### src/rtl/core/longest_valid_paren_run_macros.svh
// Assertion macros for the longest valid bracket run block.
// Used by files that assert; expects clk and rst in scope.
`ifndef LONGEST_VALID_PAREN_RUN_MACROS_SVH
`define LONGEST_VALID_PAREN_RUN_MACROS_SVH

// Same-cycle implication, disabled while in reset.
`define LVPR_CHECK(label, ante, cons, msg) \
  label: assert property (@(posedge clk) disable iff (rst) (ante) |-> (cons)) \
    else $error(msg);

// Next-cycle implication, disabled while in reset.
`define LVPR_CHECK_NEXT(label, ante, cons, msg) \
  label: assert property (@(posedge clk) disable iff (rst) (ante) |=> (cons)) \
    else $error(msg);

`endif

### src/rtl/core/lvpr_pkg.sv
// Shared types and constants for the longest valid bracket run block.
// No dependencies; the other files that use it refer to it by scoped names.
package lvpr_pkg;

  localparam int MAX_LEN = 1024;
  localparam int STACK_N = MAX_LEN + 1;
  localparam int POS_W   = $clog2(MAX_LEN + 1);
  localparam int DEPTH_W = $clog2(STACK_N + 1);

  typedef logic [POS_W-1:0]   pos_t;
  typedef logic [DEPTH_W-1:0] depth_t;

  localparam pos_t   MAX_POS    = pos_t'(MAX_LEN);
  localparam depth_t DEPTH_FULL = depth_t'(STACK_N);
  localparam depth_t DEPTH_BASE = depth_t'(1);

  localparam logic [7:0] OPENER = 8'd40;

  typedef enum logic [1:0] {
    OP_HOLD,
    OP_PUSH,
    OP_POP,
    OP_LOAD
  } cell_op_t;

  typedef struct packed {
    pos_t longest;
    logic overflow;
  } result_t;

endpackage

### src/rtl/core/lvpr_out_if.sv
// Result channel carrying the longest run length and the overflow flag.
// Depends on lvpr_pkg for the length width.
interface lvpr_out_if;
  logic              valid;
  logic              ready;
  lvpr_pkg::pos_t    longest;
  logic              overflow;

  modport source (output valid, output longest, output overflow, input ready);
  modport sink   (input valid, input longest, input overflow, output ready);
endinterface

### src/rtl/core/lvpr_out_buf.sv
// Two-deep result buffer: output register plus skid slot.
// Depends on lvpr_pkg and lvpr_out_if.
module lvpr_out_buf (
  input  logic              clk,
  input  logic              rst,
  input  logic              push,
  input  lvpr_pkg::result_t data,
  output logic              room,
  lvpr_out_if.source        results
);

  logic              head_valid;
  lvpr_pkg::result_t head;
  logic              skid_valid;
  lvpr_pkg::result_t skid;
  logic              take;

  assign take = head_valid & results.ready;
  assign room = ~skid_valid;

  always_ff @(posedge clk) begin
    if (rst) begin
      head_valid <= 1'b0;
      skid_valid <= 1'b0;
    end else if (take || !head_valid) begin
      // advance: skid first, else the fresh result
      if (skid_valid) begin
        head       <= skid;
        skid_valid <= 1'b0;
      end else begin
        head_valid <= push;
        head       <= data;
      end
    end else if (push) begin
      skid_valid <= 1'b1;
      skid       <= data;
    end
  end

  assign results.valid    = head_valid;
  assign results.longest  = head.longest;
  assign results.overflow = head.overflow;

endmodule

### src/flat_wrapper.sv
// flat-port wrapper written by rule: the top's interface ports become plain ports
module lvpr_out_buf_flat 
  (clk, rst, push, data, room, results_valid, results_longest, results_overflow, results_ready);
  lvpr_out_if results_i ();
  input  logic clk;
  input  logic rst;
  input  logic push;
  input  lvpr_pkg::result_t data;
  output logic room;
  output wire logic [$bits(results_i.valid)-1:0] results_valid;
  output wire logic [$bits(results_i.longest)-1:0] results_longest;
  output wire logic [$bits(results_i.overflow)-1:0] results_overflow;
  input wire logic [$bits(results_i.ready)-1:0] results_ready;
  assign results_valid = results_i.valid;
  assign results_longest = results_i.longest;
  assign results_overflow = results_i.overflow;
  assign results_i.ready = results_ready;
  lvpr_out_buf u_core (.clk(clk), .rst(rst), .push(push), .data(data), .room(room), .results(results_i));
endmodule
### config.mk
export PLATFORM = sky130hd
export DESIGN_NAME = lvpr_out_buf_flat
export DESIGN_NICKNAME = d
export VERILOG_FILES = /design/src/rtl/core/longest_valid_paren_run_macros.svh /design/src/rtl/core/lvpr_pkg.sv /design/src/rtl/core/lvpr_out_if.sv /design/src/rtl/core/lvpr_out_buf.sv /design/src/flat_wrapper.sv
export SDC_FILE = /design/constraint.sdc
export NUM_CORES = 1
export LEC_CHECK = 0
export ABC_AREA = 1
export BUFFER_PORTS_ARGS = -buffer_cell sky130_fd_sc_hd__buf_4
export CAP_MARGIN = 20
export CORE_MARGIN = 2
export CORE_UTILIZATION = 48
export DETAILED_ROUTE_END_ITERATION = 7
export PLACE_DENSITY = 0.76
export SLEW_MARGIN = 20
export SYNTH_ARGS = -nofsm -noshare
export SYNTH_HDL_FRONTEND = slang
export SYNTH_SLANG_ARGS = --single-unit
### constraint.sdc
create_clock -name clk -period 2 [get_ports clk]
set_input_delay 0.4 -clock clk [delete_from_list [all_inputs] [get_ports clk]]
set_output_delay 0.4 -clock clk [all_outputs]
set_load 0.03 [all_outputs]
Word level (Yosys, flattened, before mapping):

Index checks and enable logic that the tools add are counted.

* output and inout bits: 14
* bits in latches: 0
* bits in registers: 26
* memories kept: 0
* memory bits (writable): 0
* word-level logic and storage cells: 17
* ROM bits: 0

* add/sub/neg operators: 0
* reduce and logical (&&, ||, !) cells: 6
* div/mod/pow operators: 0
* $lt $le $gt $ge: 0
* equality and inequality tests: 0
* shift-type cells: 0
* bitwise gates (word level): 4
* multiply operators: 0
* muxes and demuxes: 1

Operator list (number)
* two-way mux 12 bit: 1
* AND reduction 2 bit: 2
* inverter 1 bit: 3
* AND reduction 3 bit: 1
* OR reduction 2 bit: 1
* bitwise AND 1 bit: 1
* logical NOT 1 bit: 1
* logical OR 1 bit: 1

Longest topological paths before layout:

* depth after elaboration: 4
* depth in mapped cells: 4
* depth with buffers taken out: 4

Worst setup path before layout:

Ideal clock, no wire load.

* path kind: register -> register
* start point: register u_core.head_valid (netlist: u_core.results.valid)
* end point: register u_core.skid[0] (netlist name), enable pin
* clock period less this slack: 1.617 ns
* path buffers: 0
* data arrival time: 1.236 ns
* setup slack: 0.383 ns
* setup time: 0.380 ns
* cell stages (with the launch flop): 3
* cells stage by stage: dfxtp_1 nand3_1 nor2_1

* word-level cells in the longest chain between the ends: 4

Ends and longest elaborated chain
* from (decl): RTL line lvpr_out_buf.sv:12 `logic head_valid;`
* from (signal assigned): RTL line lvpr_out_buf.sv:31 `head_valid <= push;`
* bitwise AND 1 bit or logical NOT 1 bit (tied branches): RTL line lvpr_out_buf.sv:18, lvpr_out_buf.sv:25
* logical OR 1 bit (*): RTL line lvpr_out_buf.sv:25 `end else if (take || !head_valid) begin`
* inverter 1 bit (no line) (*)
* AND reduction 3 bit (no line) (*)
* to (signal assigned): RTL line lvpr_out_buf.sv:36 `skid <= data;`
* to (decl): RTL line lvpr_out_buf.sv:15 `lvpr_pkg::result_t skid;`

Mark *: on every way between the ends. The rest lies on a longest branch, timed or not.
A chain may end at the register's enable or synchronous reset.

Worst setup path after layout:

* start point: register u_core.skid_valid
* end point: output port room

* word-level cells in the longest chain between the ends: 1

Ends and longest elaborated chain
* from (decl): RTL line lvpr_out_buf.sv:14 `logic skid_valid;`
* from (signal assigned): RTL line lvpr_out_buf.sv:24 `skid_valid <= 1'b0;`
* from (signal assigned): RTL line lvpr_out_buf.sv:29 `skid_valid <= 1'b0;`
* from (signal assigned): RTL line lvpr_out_buf.sv:35 `skid_valid <= 1'b1;`
* inverter 1 bit: RTL line lvpr_out_buf.sv:19 `assign room = ~skid_valid;`
* to (decl): RTL line flat_wrapper.sv:9 `output logic room;`

Every way passes these cells.

==> key figures <==
Run status
  – Status: complete, no violations

Min path
  – Hold Crit Class: input port to flip-flop

Final layout
  – Fillers: 147
  – Multi-input gate area: between 150 and 200 um2
  – Cell area after layout: 0.00128 mm2
  – Layout Nets: 129
  – Layout cells sized above 1: 33.0%
  – Area grow syn2layout: 31.7%
  – # diodes: 0
  – Register Area: 761 um2

Synth
  – Cell taking the most area after synthesis: edfxtp_1
  – Seq/Total Area, Yosys: between 70% and 80%
  – Mapped cell area: 971 um2
  – Post-Synthesis Cells: 78
  – Yosys reg bits: 26
  – Syn avg cell area: 12.4 um2
  – Synth top area cells: edfxtp_1 74%, nand2_1 15%, dfxtp_1 4.1%
  – Synthesized Nets: 94
  – Synth Warn #: 0
  – Netlist cell types: 10
  – Synth top area share: between 70% and 80%

Routing
  – Vias post-DR: 656
  – Routed len/inst: between 10 and 15 um
  – Vias per cell: around 4.7
  – DRT Wirelength: 1.64 mm
  – DR iter-0 viols: 10
  – Antenna Nets Post-Route: 0
  – # DRC: 0
  – First-pass DRT Iterations: 4

Floorplan
  – Die area: about 0.0024 mm2
  – Core ar.: 0.00194 mm2
  – Initial core utilization: ~50%
  – Die height: 49.0 um
  – Std-Cell Rows: 16
  – Top Ports: 30
  – Die X: 49.0 um

STA
  – Max Fclk: 0.684 GHz
  – Final setup viols: 0
  – Worst hold slack: 0.258 ns
  – Crit path time final: approximately 1.5 ns
  – RSZ-0062 raised after global routing: no
  – Pins Over Slew Limit: 0
  – Tcrit/Tclk final: 73.1%
  – Worst-margin pin slew: 0.236 ns
  – Clock skew: 0.0110 ns
  – Final hold violation count: 0
  – Setup TNS: 0 ns
  – Rel. slew slack: 84.3%

Clock tree
  – CTS tree: built
  – Clk root buf: clkbuf_4
  – Post-CTS Setup Inserts: 0
  – Clock buffer count from CTS: 3
  – Clock latency at the later pin of the worst-skew pair: 0.31 ns
  – Clock transition at path regs: 0.14 ns
  – CTS Hold Bufs: 0
  – Clock sink total: 26
  – Cells resized by post-CTS repair: 0
  – H-tree depth: 1
  – Clock Path Buffers: 2

Run
  – Maxcap violations: 0

Setup path
  – Critical path type: flip-flop to output pin
  – Crit path cell chain: inv_2, buf_4
  – CP arrival: 1.06 ns
  – Worst EP required: 1.60 ns
  – CP Capture Type: output pin
  – Startpoint Class: flip-flop
  – Worst-path cell with the longest stage delay: dfxtp_1
  – Critical Path Max Stage Delay: 0.34 ns
  – CP max FO: 14

Placed design
  – Placed Area: 0.00123 mm2
  – DP HPWL: 1.19 mm
  – IO buf count: 29
  – RePlAce Congestion: between 0.6 and 0.7

GRT
  – Antenna violations before repair: 0
  – First-pass GRT wire length: 2.62 mm
  – Largest net degree at the start of global routing: 16
  – Total gr overflow: 0
  – Gr usage total: 15.1%
  – Vias in the first global route: 646

Power and ir drop
  – PwrDens: 865 mW/mm2
  – Maximum vdd drop: 0.602 mV
  – Pwr Total: 0.00111 W
  – Pleak: 0.569 nW
synth_stat cells (all sizes together):
library cell	count
inv	6
nand2	39
a21oi	1
nand3	2
edfxtp	24
nor2	2
buf	2
dfxtp	2
power by group:
| part | internal (W) | switching (W) |
|---|---|---|
| logic | 0.0000522 | 0.0000759 |
| clock network | 0.000203 | 0.000147 |
| registers | 0.000620 | 0.00000715 |
layout by cell type (no fill, tap or decap):
cell / netlist / layout
inv_2: 1 / 1
a21oi_1: 1 / 1
edfxtp_1: 24 / 24
dfxtp_1: 2 / 2
nor2_1: 2 / 2
buf_4: 1 / 32
clkbuf_4: 0 / 3
bufinv_16: 0 / 1
inv_1: 5 / 5
nand3_1: 2 / 2
nand2_1: 39 / 39
metal layers:
| layer | share of wire, % | track usage, % |
|---|---|---|
| met1 | 39 | 14.6 |
| met3 | 5.1 | 4.60 |
| met2 | 55 | 28.1 |
| met4 | 1.3 | 8.10 |
| met5 | 0 | 0 |
worst max-delay path: cells and delay by family, from the launching register on:
kind	cells	cell delay [ns]
DFF	1	0.34
buffers and inverters	2	0.40
cell type report:
class,count,area share [%]
flip-flops and latches,26,59.5
clock inverters,1,2.35
clock buffers,3,1.76
inverters,6,1.76
multi-input cells,44,13.2
well taps,27,2.64
repair buffers,32,18.8
registers in the layout, summed over array words and instances (netlist names):
name,count
u_core.results.longest,11
u_core.results.overflow,1
u_core.skid_valid,1
u_core.skid,12
u_core.results.valid,1
path summary, 6_finish.rpt:
check                         endpoint  cells past startpoint                 start  slack [ns]
max                               room                      2     u_core.skid_valid        0.54
min                     u_core.skid[0]                      1               data[0]        0.26
max reg2reg             u_core.skid[7]                      3  u_core.results.valid        0.84
min reg2reg  u_core.results.longest[3]                      2        u_core.skid[4]        0.54
metrics by stage:
stage               worst slack (ns)  util, %  instances
CTS                            0.542     65.9        139
detailed placement             0.678     63.1        135
global placement               0.737     63.1        135
finish                         0.538     65.9        139
floorplan                      0.383        -         78
global route                   0.485     65.9        139
cell families (layout without fill, tap and decap cells):
group,count (synthesis),in the layout,share of synthesized area (%)
AND/OR/NAND/NOR,43,43,16.9
buffers and inverters,8,42,4.25
flip-flops,26,26,78.4
AO/OA/AOI/OAI,1,1,0.515
No activity file was read; power rests on OpenSTA's default activity.
