**config.mk**
```make
export PLATFORM = sky130hd
export DESIGN_NAME = lvpr_cell
export DESIGN_NICKNAME = d
export VERILOG_FILES = /design/src/rtl/core/longest_valid_paren_run_macros.svh /design/src/rtl/core/lvpr_pkg.sv /design/src/rtl/core/lvpr_cell.sv
export SDC_FILE = /design/constraint.sdc
export NUM_CORES = 1
export LEC_CHECK = 0
export BUFFER_PORTS_ARGS = -buffer_cell sky130_fd_sc_hd__buf_2
export CORE_MARGIN = 2
export CORE_UTILIZATION = 39
export DETAILED_ROUTE_END_ITERATION = 12
export PLACE_DENSITY = 0.8
export SLEW_MARGIN = 20
export SYNTH_ARGS = -nofsm -noshare
export SYNTH_HDL_FRONTEND = slang
export SYNTH_SLANG_ARGS = --single-unit
```
**constraint.sdc**
```tcl
create_clock -name clk -period 1 [get_ports clk]
set_clock_uncertainty 0.2 [all_clocks]
set_input_delay 0.1 -clock clk [delete_from_list [all_inputs] [get_ports clk]]
set_output_delay 0.1 -clock clk [all_outputs]
set_load 0.02 [all_outputs]
```
**src/rtl/core/longest_valid_paren_run_macros.svh**
```systemverilog
// Assertion macros for the longest valid bracket run block.
// Used by files that assert; expects clk and rst in scope.
`ifndef LONGEST_VALID_PAREN_RUN_MACROS_SVH
`define LONGEST_VALID_PAREN_RUN_MACROS_SVH

// Same-cycle implication, disabled while in reset.
`define LVPR_CHECK(label, ante, cons, msg) \
  label: assert property (@(posedge clk) disable iff (rst) (ante) |-> (cons)) \
    else $error(msg);

// Next-cycle implication, disabled while in reset.
`define LVPR_CHECK_NEXT(label, ante, cons, msg) \
  label: assert property (@(posedge clk) disable iff (rst) (ante) |=> (cons)) \
    else $error(msg);

`endif

```
**src/rtl/core/lvpr_pkg.sv**
```systemverilog
// Shared types and constants for the longest valid bracket run block.
// No dependencies; the other files that use it refer to it by scoped names.
package lvpr_pkg;

  localparam int MAX_LEN = 1024;
  localparam int STACK_N = MAX_LEN + 1;
  localparam int POS_W   = $clog2(MAX_LEN + 1);
  localparam int DEPTH_W = $clog2(STACK_N + 1);

  typedef logic [POS_W-1:0]   pos_t;
  typedef logic [DEPTH_W-1:0] depth_t;

  localparam pos_t   MAX_POS    = pos_t'(MAX_LEN);
  localparam depth_t DEPTH_FULL = depth_t'(STACK_N);
  localparam depth_t DEPTH_BASE = depth_t'(1);

  localparam logic [7:0] OPENER = 8'd40;

  typedef enum logic [1:0] {
    OP_HOLD,
    OP_PUSH,
    OP_POP,
    OP_LOAD
  } cell_op_t;

  typedef struct packed {
    pos_t longest;
    logic overflow;
  } result_t;

endpackage

```
**src/rtl/core/lvpr_cell.sv**
```systemverilog
// One slot of the shifting position stack.
// Depends on lvpr_pkg for the position type and the cell operation codes.
module lvpr_cell (
  input  logic               clk,
  input  logic               rst,
  input  lvpr_pkg::cell_op_t op,
  input  lvpr_pkg::pos_t     up,
  input  lvpr_pkg::pos_t     down,
  output lvpr_pkg::pos_t     pos
);

  always_ff @(posedge clk) begin
    if (rst) begin
      pos <= '0;
    end else begin
      unique case (op) inside
        lvpr_pkg::OP_PUSH, lvpr_pkg::OP_LOAD: begin
          pos <= up;
        end
        lvpr_pkg::OP_POP: begin
          pos <= down;
        end
        default: begin
          pos <= pos;
        end
      endcase
    end
  end

endmodule

```
==> Word-level counts from Yosys, hierarchy flattened <==
Cells that the tools add are included.
{ "word_totals": {"ff_bits": 11, "wordCells": 7} }
{ "op_classes": {"n_eq_ne": 3, "n_mux": 1, "reduce_logical": 2} }
{ "op_table": {"columns": ["cell", "n"], "rows": [
  ["one-hot mux 11 bit (2 select lines)", 1],
  ["== test 2 bit (second input constant)", 2],
  ["== test 2 x 1 -> 1 bit (second input constant)", 1],
  ["nonzero test 2 bit", 1],
  ["OR reduction 2 bit", 1]
]} }

==> Depth between registers and ports, before layout <==
Gate-level depths: netlist (run 1).
{ "depth": {"word_depth": 3, "ltp_mapped": 3} }

==> Least setup slack after synthesis (run 1) <==
Ideal clock, no wire load.
{ "synth_timing": {"path_kind": "reg-to-reg", "from": "register, netlist name pos[0]", "to": "register pos[0]", "arrival_ps": 724, "required_ps": 719, "setup_slack_ps": -5, "stages_incl_launch_ff": 3, "synth_period_minus_slack_ps": 1005, "path_cell_list": "dfxtp_1 > mux2i_1 > a211oi_2"} }
{ "synth_rtl": {"columns": ["item", "line", "source"], "rows": [
  ["to (signal assigned)", "lvpr_cell.sv:18", "pos <= up;"],
  ["to (signal assigned)", "lvpr_cell.sv:21", "pos <= down;"],
  ["to (signal assigned)", "lvpr_cell.sv:24", "pos <= pos;"],
  ["to (decl)", "lvpr_cell.sv:9", "output lvpr_pkg::pos_t pos"]
]} }

==> Worst setup path in the final report (run 1) <==
{ "layout_timing": {"from": "register pos[1]", "to": "output pos[1]"} }
No word-level cell between the ends.

==> out/metrics.yaml, run 1 <==
synth_area_leaders: "dfxtp_1 39%, a211oi_2 22%, mux2i_1 20%"
totalWireLength_um: 1640
ys_seq_area_frac: 0.394
cts-hold-fix-buffers: 8
cts_root_buffer: "clkbuf_4"
die_h_um: 41.9
antenna_cells: 0
r2r_start: "pos[5]"
clock_latency_ns: 0.27
yosysTopAreaCellShare: 0.394
ys_seq_elements: 11
fin_crit_sh: 1.04
synth_top_family_by_area: "compound AO/OA/AOI/OAI gates"
antenna_found_initial: 0
slew_headroom: 0.804
rows: 13
worstHoldStart: "up[9]"
finalSetupViolCount: 12
synth.cell_area_sq_um: 559
hp-class: "in2reg"
end_kind: "output pin"
cp.arrival_ns: 0.74
largest_register_ffs: 11
cpPeakStageDelay_ns: 0.34
crit_chain: "buf_6"
cts_buffers: 3
drv_slew: 0
syn_avg_cell_area_sq_um: 11.4
first_global_vias: 627
finalHoldViolations: 10
drt_iter0_drc: 1
synthDistinctLibCells: 9
die_w_um: 41.9
core_sq_um: 1320
critPathLaunch: "pos[1]"
syn_inst: 49
leakagePower_nw: 0.440
maxCapViolCount: 0
path_clk_slew_ns: 0.07
critPathMaxFanout: 2
synthAdderAreaFrac: 0
synth_compound_area_frac: 0.237
grt_max_degree: 13
wl_per_cell_um: 15.2
ir_worst_vdd_mv: 1.05
htreeDepth: 1
pwr_density_cell_nw_per_um2: 1190
grt_remaining_overflow: 0
area_growth_syn_to_layout_pct: 73.8
layout-drive-gt1-share: 0.710
grt_first_pass_wirelength_um: 2670
status: "complete, but fails checks"
viasPerCell: 5.12
rsz0062_at_grt: "true"
reg_top3: "pos: 11 flops"
cts_tree: "done"
dp.cells: 98
io_buffers: 36
setup.worst_path.start_class: "flip-flop"
worst-setup-path-type: "reg2out"
failed_checks: "hold timing, setup timing"
fin_crit_ns: 1.04
holdWs_ns: -0.0307
synth_nets: 75
cp_data_required_time_ns: 0.70
top_register: "pos"
worst_pin_slew_ns: 0.294
cts_buffer_depth: 2
synth_top_cell_by_area: "dfxtp_1"
grtUsageTotal: 0.202
route.vias.total: 553
drcViolationCount: 0
stdcell_count: 108
synth-simple-area-share: 0.123
ios: 37
fmax_ghz: 0.965
initial_core_util: 0.425
synth-xor-area-share: 0
path_buf_inv: 1
crit_family: "flip-flops"
die_area_sq_um: 1750
synthMuxAreaShare: 0.197
ant_nets: 0
gp_congestion: 0.626
yosysWarnings: 0
cp_slowest_cell: "dfxtp_2"
final_nets: 120
final.setup.worst_slack_ns: -0.0364
cts_sinks: 11
drtPass1Iterations: 2
## cell usage after synthesis
| library cell | count |
|---|---|
| buf_6 | 1 |
| a211oi_2 | 10 |
| inv_1 | 1 |
| a211oi_1 | 1 |
| mux2i_1 | 11 |
| buf_2 | 1 |
| dfxtp_1 | 11 |
| clkbuf_1 | 2 |
| nor2b_1 | 11 |
## path summary, 6_finish.rpt
kind,slack [ns],cells past startpoint,to
max reg2reg,-0.03,3,pos[5]
min,-0.03,3,pos[9]
max,-0.04,1,pos[1]
min reg2reg,0.39,2,pos[4]
## through the flow
step	utilization	total power, mW	cell area (sq um)	worst slack, ns	setup TNS, ns
2_1_floorplan	-	0.661	572	0.00111	0
3_5_place_dp	0.597	0.772	787	-0.0323	-0.0854
6_report	0.738	1.16	972	-0.0364	-0.291
4_1_cts	0.737	1.16	971	-0.0349	-0.308
5_1_grt	0.738	1.21	972	-0.0784	-0.655
3_3_place_gp	0.597	0.764	787	0.0116	0
## final cells by class
cell class | count | area, sq um
Timing Repair Buffer | 44 | 362
Fill cell | 97 | 345
Multi-Input combinational cell | 33 | 328
Sequential cell | 11 | 234
Clock buffer | 4 | 26.3
Tap cell | 15 | 18.8
Inverter | 1 | 3.75
## cell families after synthesis
kind of cell / Yosys count
mux: 11
simple gates: 11
buf+inv: 5
compound gates: 11
flops: 11
## layout by cell type, fill, tap and decap left out
master         instances
nor2b_1                6
buf_2                 22
buf_6                 11
inv_1                  1
a211oi_2              10
clkbuf_1               1
a211oi_1               1
nor2b_2                5
dfxtp_2               11
buf_12                 2
mux2i_1               10
mux2i_2                1
dlygate4sd3_1          8
clkbuf_4               3
buf_4                  1
## routing by layer
| layer | global-route usage | part of all wire | up-vias |
|---|---|---|---|
| met5 | 0 | 0 | - |
| met3 | 0.104 | 0.073 | 2 |
| met4 | 0.0387 | 0.0086 | 0 |
| met1 | 0.204 | 0.36 | 264 |
| met2 | 0.369 | 0.56 | 23 |
| li1 | - | - | 264 |
## what timing repair did
item,CTS,global route
buffers inserted,1,0
gates resized for setup,23,6
pin swaps,0,2
hold endpoints to repair,11,6
setup endpoints to repair,11,19
cloned,0,0
## where the power goes
group | internal [mW] | switching (mW) | total (mW) | leakage (nW)
combinational | 0.191 | 0.152 | 0.343 | 0.330
sequential | 0.479 | 0.0237 | 0.502 | 0.0946
clock | 0.155 | 0.159 | 0.314 | 0.0150
total | 0.825 | 0.334 | 1.16 | 0.440
Power figures use the tool's default switching activity.
==> run 2: changes to the inputs <==
RECOVER_POWER = 50   (was default)
==> run 2 against run 1 <==
The flow still finishes with violations (hold timing, setup timing); cell area is 0.26% lower; non-clock buffer count stayed put; sequential share of layout area is 0.062 points higher; critical path type unchanged; largest cell class unchanged; largest power group unchanged.
==> out/metrics.yaml, run 2 (synthesis results as in run 1) <==
cp_slowest_cell: "dfxtp_2"  # unchanged
pwr-share-clk: 0.268  # was 0.271
slew_headroom: 0.802  # was 0.804
grt_remaining_overflow: 0  # unchanged
fin_crit_ns: 1.04  # about the same
die_w_um: 41.9  # unchanged
drcViolationCount: 0  # unchanged
path_depth: 1  # unchanged
core_sq_um: 1320  # unchanged
finalSetupViolCount: 12  # unchanged
cts_sinks: 11  # unchanged
crit_chain: "buf_6"  # unchanged
top_register: "pos"  # unchanged
antenna_found_initial: 0  # unchanged
grtUsageTotal: 0.202  # unchanged
crit_family: "flip-flops"  # unchanged
dp.cells: 98  # unchanged
viasPerCell: 5.09  # was 5.12
cts-hold-fix-buffers: 8  # unchanged
failed_checks: "hold timing, setup timing"  # unchanged
final_nets: 120  # unchanged
antenna_cells: 0  # unchanged
r2r_start: "pos[5]"  # unchanged
drv_slew: 0  # unchanged
route.vias.total: 550  # was 553
wl_per_cell_um: 15.1  # was 15.2 um
drtPass1Iterations: 4  # was 2
grt_first_pass_wirelength_um: 2670  # unchanged
die_h_um: 41.9  # unchanged
cts_buffers: 3  # unchanged
cts_buffer_depth: 2  # unchanged
min_to: "pos[9]"  # unchanged
status: "complete, but fails checks"  # unchanged
critPathMaxFanout: 2  # unchanged
reg_top3: "pos: 11 flops"  # unchanged
die_area_sq_um: 1750  # unchanged
drt_iter0_drc: 1  # unchanged
worstHoldPathCells: 3  # unchanged
finalHoldViolations: 9  # was 10
end_kind: "output pin"  # unchanged
stdcell_count: 108  # unchanged
worst_pin_slew_ns: 0.297  # was 0.294 ns
grt_max_degree: 13  # unchanged
rsz0062_at_grt: "true"  # unchanged
path_clk_slew_ns: 0.07  # about the same
final.setup.worst_slack_ns: -0.0356  # was -0.0364 ns
worst-setup-path-type: "reg2out"  # unchanged
ff2ff_setup_slack_ns: -0.03  # about the same
reg2reg_to: "pos[5]"  # unchanged
area_growth_syn_to_layout_pct: 73.4  # was 73.8%
hp-class: "in2reg"  # unchanged
fin_crit_sh: 1.04  # about the same
cp.arrival_ns: 0.74  # about the same
ant_nets: 0  # unchanged
cts_tree: "done"  # unchanged
ir_worst_vdd_mv: 1.03  # was 1.05 mV
leakagePower_nw: 0.438  # was 0.440 nW
rows: 13  # unchanged
final_common_cell: "buf_2"  # unchanged
htreeDepth: 1  # unchanged
io_buffers: 36  # unchanged
worstHoldStart: "up[9]"  # unchanged
initial_core_util: 0.425  # unchanged
intPower_mw: 0.824  # was 0.825 mW
setup.worst_path.start_class: "flip-flop"  # unchanged
layout-drive-gt1-share: 0.699  # was 0.710
cpPeakStageDelay_ns: 0.34  # about the same
p_seq_frac: 0.435  # was 0.433
first_global_vias: 627  # unchanged
cp_data_required_time_ns: 0.70  # about the same
largest_register_ffs: 11  # unchanged
cts_root_buffer: "clkbuf_4"  # unchanged
maxCapViolCount: 0  # unchanged
ff2ff_path_depth: 3  # unchanged
fin_tns_setup_ns: -0.258  # was -0.291 ns
ios: 37  # unchanged
gp_congestion: 0.626  # unchanged
totalWireLength_um: 1640  # about the same
clock_latency_ns: 0.27  # about the same
path_buf_inv: 1  # unchanged
power.switching_mw: 0.330  # was 0.334 mW
p_sw_frac: 0.286  # was 0.289
holdWs_ns: -0.0275  # was -0.0307 ns
mostFrequentLayoutCells: "22 x buf_2, 11 x buf_6, 11 x dfxtp_2"  # unchanged
pwr_density_cell_nw_per_um2: 1190  # about the same
fmax_ghz: 0.966  # was 0.965 GHz
combPwrFrac: 0.296  # about the same
==> run 2: cell types whose count changed in the layout (fill, tap and decap cells not counted) <==
cell,previous run,this run
nor2b_1,6,7
nor2b_2,5,4
==> run 2: how the worst max path moves through the flow <==
stage | start | endpoint | slack, ns
5_1_grt | pos[5] | pos[5] | -0.08
3_3_place_gp | op[1] | pos[2] | 0.01
6_report | pos[1] | pos[1] | -0.04
3_5_place_dp | op[1] | pos[6] | -0.03
2_1_floorplan | pos[4] | pos[4] | 0.001
4_1_cts | pos[0] | pos[0] | -0.03
==> run 2: timing repair <==
item,CTS,global route
endpoints found under the hold margin,11,6
setup buffers,1,0
gates cloned,0,0
setup endpoints to repair,11,19
pin swaps,0,2
gates resized for setup,23,6
==> run 2: routing by layer <==
layer	GRT usage	wire [um]	vias up
li1	-	-	265
met1	0.204	594	261
met2	0.369	921	22
met3	0.104	105	2
met4	0.0387	14	0
met5	0	0	-
==> run 2: final cells by class <==
class / instances / area [sq um]
timing repair buffer: 44 / 362
inverter: 1 / 3.75
multi-input combinational: 33 / 325
fill: 98 / 348
clock buffer: 4 / 26.3
sequential: 11 / 234
tap: 15 / 18.8
==> run 2: power groups by stage <==
stage / combinational [mW] / sequential (mW) / clock, mW
floorplan: 0.116 / 0.545 / 0
global placement: 0.262 / 0.502 / 0
detailed placement: 0.269 / 0.503 / 0
finish: 0.342 / 0.503 / 0.309
CTS: 0.336 / 0.501 / 0.319
global route: 0.365 / 0.507 / 0.337
==> run 2: through the flow <==
stage          cell area [sq um]  hold slack, ns  setup WS, ns  utilization  total power, mW
2_1_floorplan                572         -0.0272       0.00111            -            0.661
4_1_cts                      971         -0.0354       -0.0349        0.737             1.16
6_report                     970         -0.0275       -0.0356        0.736             1.15
3_3_place_gp                 787           0.205        0.0116        0.597            0.764
5_1_grt                      970         -0.0363       -0.0784        0.736             1.21
3_5_place_dp                 787           0.212       -0.0323        0.597            0.772
==> run 3: changes to the inputs <==
--- a/config.mk
+++ b/config.mk
@@ -11,2 +11,3 @@
 export DETAILED_ROUTE_END_ITERATION = 12
+export HOLD_SLACK_MARGIN = 0.08
 export PLACE_DENSITY = 0.8
==> constraint.sdc (replaced) <==
create_clock -name clk -period 1 [get_ports clk]
set_clock_uncertainty 0.2 [all_clocks]
set_input_delay 0.15 -clock clk [delete_from_list [all_inputs] [get_ports clk]]
set_output_delay 0.15 -clock clk [all_outputs]
set_load 0.02 [all_outputs]
==> run 3 against run 2 <==
The run still ends with hold timing, setup timing left; worst hold slack lost 0.0041 ns; critical path depth did not move; largest power group unchanged; fmax decreased by 4.2%.
==> out/metrics.yaml, run 3 (synthesis results as in run 1) <==
crit_family: "flip-flops"  # unchanged
initial_core_util: 0.425  # unchanged
cp.arrival_ns: 0.73  # was 0.74 ns
critPathMaxFanout: 2  # unchanged
worstHoldStart: "up[4]"  # was up[9]
path_buf_inv: 1  # unchanged
status: "complete, but fails checks"  # unchanged
cts_buffers: 3  # unchanged
cpPeakStageDelay_ns: 0.34  # about the same
gr-usage-met3: 0.104  # unchanged
worstHoldPathCells: 3  # unchanged
viasPerCell: 5.02  # was 5.09
layout-drive-gt1-share: 0.744  # was 0.699
worst_pin_slew_ns: 0.296  # was 0.297 ns
pwr-share-clk: 0.271  # was 0.268
min_to: "pos[4]"  # was pos[9]
multiInputGateArea_sq_um: 319  # was 325 sq um
mostFrequentLayoutCells: "25 x buf_2, 11 x nor2b_1, 11 x buf_6, 11 x dfxtp_2, 10 x a211oi_2"  # was 22 x buf_2, 11 x buf_6, 11 x dfxtp_2
grt_remaining_overflow: 0  # unchanged
ff2ff_setup_slack_ns: -0.03  # about the same
fmax_ghz: 0.925  # was 0.966 GHz
met2_usage: 0.353  # was 0.369
fin_crit_sh: 1.08  # was 1.04
pwr_density_cell_nw_per_um2: 1240  # was 1190 nW/um^2
maxCapViolCount: 0  # unchanged
largest_register_ffs: 11  # unchanged
reg2reg_to: "pos[6]"  # was pos[5]
cts_sinks: 11  # unchanged
slew_headroom: 0.802  # about the same
ff2ff_path_depth: 3  # unchanged
crit_chain: "buf_6"  # unchanged
core_sq_um: 1320  # unchanged
drt_iter0_drc: 5  # was 1
grtUsageTotal: 0.179  # was 0.202
p_seq_frac: 0.443  # was 0.435
first_global_vias: 581  # was 627
wl_per_cell_um: 13.4  # was 15.1 um
antenna_cells: 0  # unchanged
final_nets: 117  # was 120
io_buffers: 36  # unchanged
reg_top3: "pos: 11 flops"  # unchanged
ios: 37  # unchanged
route.vias.total: 527  # was 550
met1_usage: 0.156  # was 0.204
fin_crit_ns: 1.08  # was 1.04 ns
hp-class: "in2reg"  # unchanged
die_area_sq_um: 1750  # unchanged
rows: 13  # unchanged
combPwrFrac: 0.286  # was 0.296
holdWs_ns: -0.0315  # was -0.0275 ns
nFillCells: 107  # was 98
worst-setup-path-type: "reg2out"  # unchanged
antenna_found_initial: 0  # unchanged
drtPass1Iterations: 2  # was 4
ant_nets: 0  # unchanged
final.setup.worst_slack_ns: -0.0811  # was -0.0356 ns
area_growth_syn_to_layout_pct: 63.3  # was 73.4%
r2r_start: "pos[6]"  # was pos[5]
cts_root_buffer: "clkbuf_4"  # unchanged
cts_tree: "done"  # unchanged
cp_slowest_cell: "dfxtp_2"  # unchanged
finalHoldViolations: 4  # was 9
path_clk_slew_ns: 0.07  # about the same
drv_slew: 0  # unchanged
power.switching_mw: 0.319  # was 0.330 mW
failed_checks: "hold timing, setup timing"  # unchanged
final_common_cell: "buf_2"  # unchanged
clock_latency_ns: 0.27  # about the same
totalWireLength_um: 1400  # was 1640 um
grt-busiest-layer: "met2"  # unchanged
grt_first_pass_wirelength_um: 2350  # was 2670 um
cp_data_required_time_ns: 0.65  # was 0.70 ns
setup.worst_path.start_class: "flip-flop"  # unchanged
gp_congestion: 0.626  # unchanged
cts_buffer_depth: 2  # unchanged
die_w_um: 41.9  # unchanged
grt_max_degree: 13  # unchanged
htreeDepth: 1  # unchanged
dp.cells: 98  # unchanged
drcViolationCount: 0  # unchanged
intPower_mw: 0.813  # was 0.824 mW
stdcell_count: 105  # was 108
leakagePower_nw: 0.421  # was 0.438 nW
finalSetupViolCount: 14  # was 12
rsz0062_at_grt: "true"  # unchanged
ir_worst_vdd_mv: 1.04  # was 1.03 mV
regArea_sq_um: 234  # unchanged
p_sw_frac: 0.282  # was 0.286
top_register: "pos"  # unchanged
end_kind: "output pin"  # unchanged
die_h_um: 41.9  # unchanged
[run 3: cell count changes in the layout (fill, tap and decap cells not counted), sizes merged]
cell	delta
dlygate4sd3	-8
buf	+5
[run 3: final cells by class]
| cell class | count | share of cell area |
|---|---|---|
| multi-input cells | 33 | 0.349 |
| repair buffers | 41 | 0.341 |
| flip-flops and latches | 11 | 0.256 |
| clock buffers | 4 | 0.0288 |
| well taps | 15 | 0.0205 |
| inverters | 1 | 0.00411 |
[run 3: per-layer routing]
| layer | vias up | wire length, um | share of wire |
|---|---|---|---|
| li1 | 257 | - | - |
| met1 | 249 | 492 | 0.35 |
| met2 | 21 | 790 | 0.56 |
| met3 | 0 | 119 | 0.085 |
| met4 | 0 | 0 | 0 |
| met5 | - | 0 | 0 |
[run 3: what timing repair did]
| item | CTS | global route |
|---|---|---|
| hold endpoints to repair | 11 | 11 |
| endpoints found under the setup margin | 11 | 12 |
| gates resized for setup | 23 | 2 |
| setup buffers | 1 | 2 |
| pin swaps | 0 | 1 |
[run 3: worst max path at each step]
stage          startpoint      to  slack [ns]  depth (start not counted)
2_1_floorplan      pos[4]  pos[4]       0.001                          2
3_3_place_gp        op[1]  pos[2]       -0.04                          4
3_5_place_dp        op[1]  pos[6]       -0.08                          4
4_1_cts            pos[0]  pos[0]       -0.08                          1
5_1_grt            pos[0]  pos[0]       -0.11                          1
6_report           pos[1]  pos[1]       -0.08                          1
[run 3: stage by stage]
step | instance area, sq um | setup TNS, ns | setup WS, ns | utilization | power (mW)
2_1_floorplan | 572 | 0 | 0.00111 | - | 0.661
3_3_place_gp | 787 | -0.332 | -0.0384 | 0.597 | 0.764
3_5_place_dp | 787 | -0.597 | -0.0823 | 0.597 | 0.772
4_1_cts | 891 | -0.858 | -0.0849 | 0.676 | 1.13
5_1_grt | 913 | -1.27 | -0.112 | 0.693 | 1.19
6_report | 913 | -0.823 | -0.0811 | 0.693 | 1.13
[run 3: power by group through the flow]
stage / combinational [mW] / clock (mW) / sequential, mW
global placement: 0.262 / 0 / 0.502
finish: 0.324 / 0.307 / 0.502
detailed placement: 0.269 / 0 / 0.503
global route: 0.348 / 0.337 / 0.506
floorplan: 0.116 / 0 / 0.545
CTS: 0.312 / 0.319 / 0.501
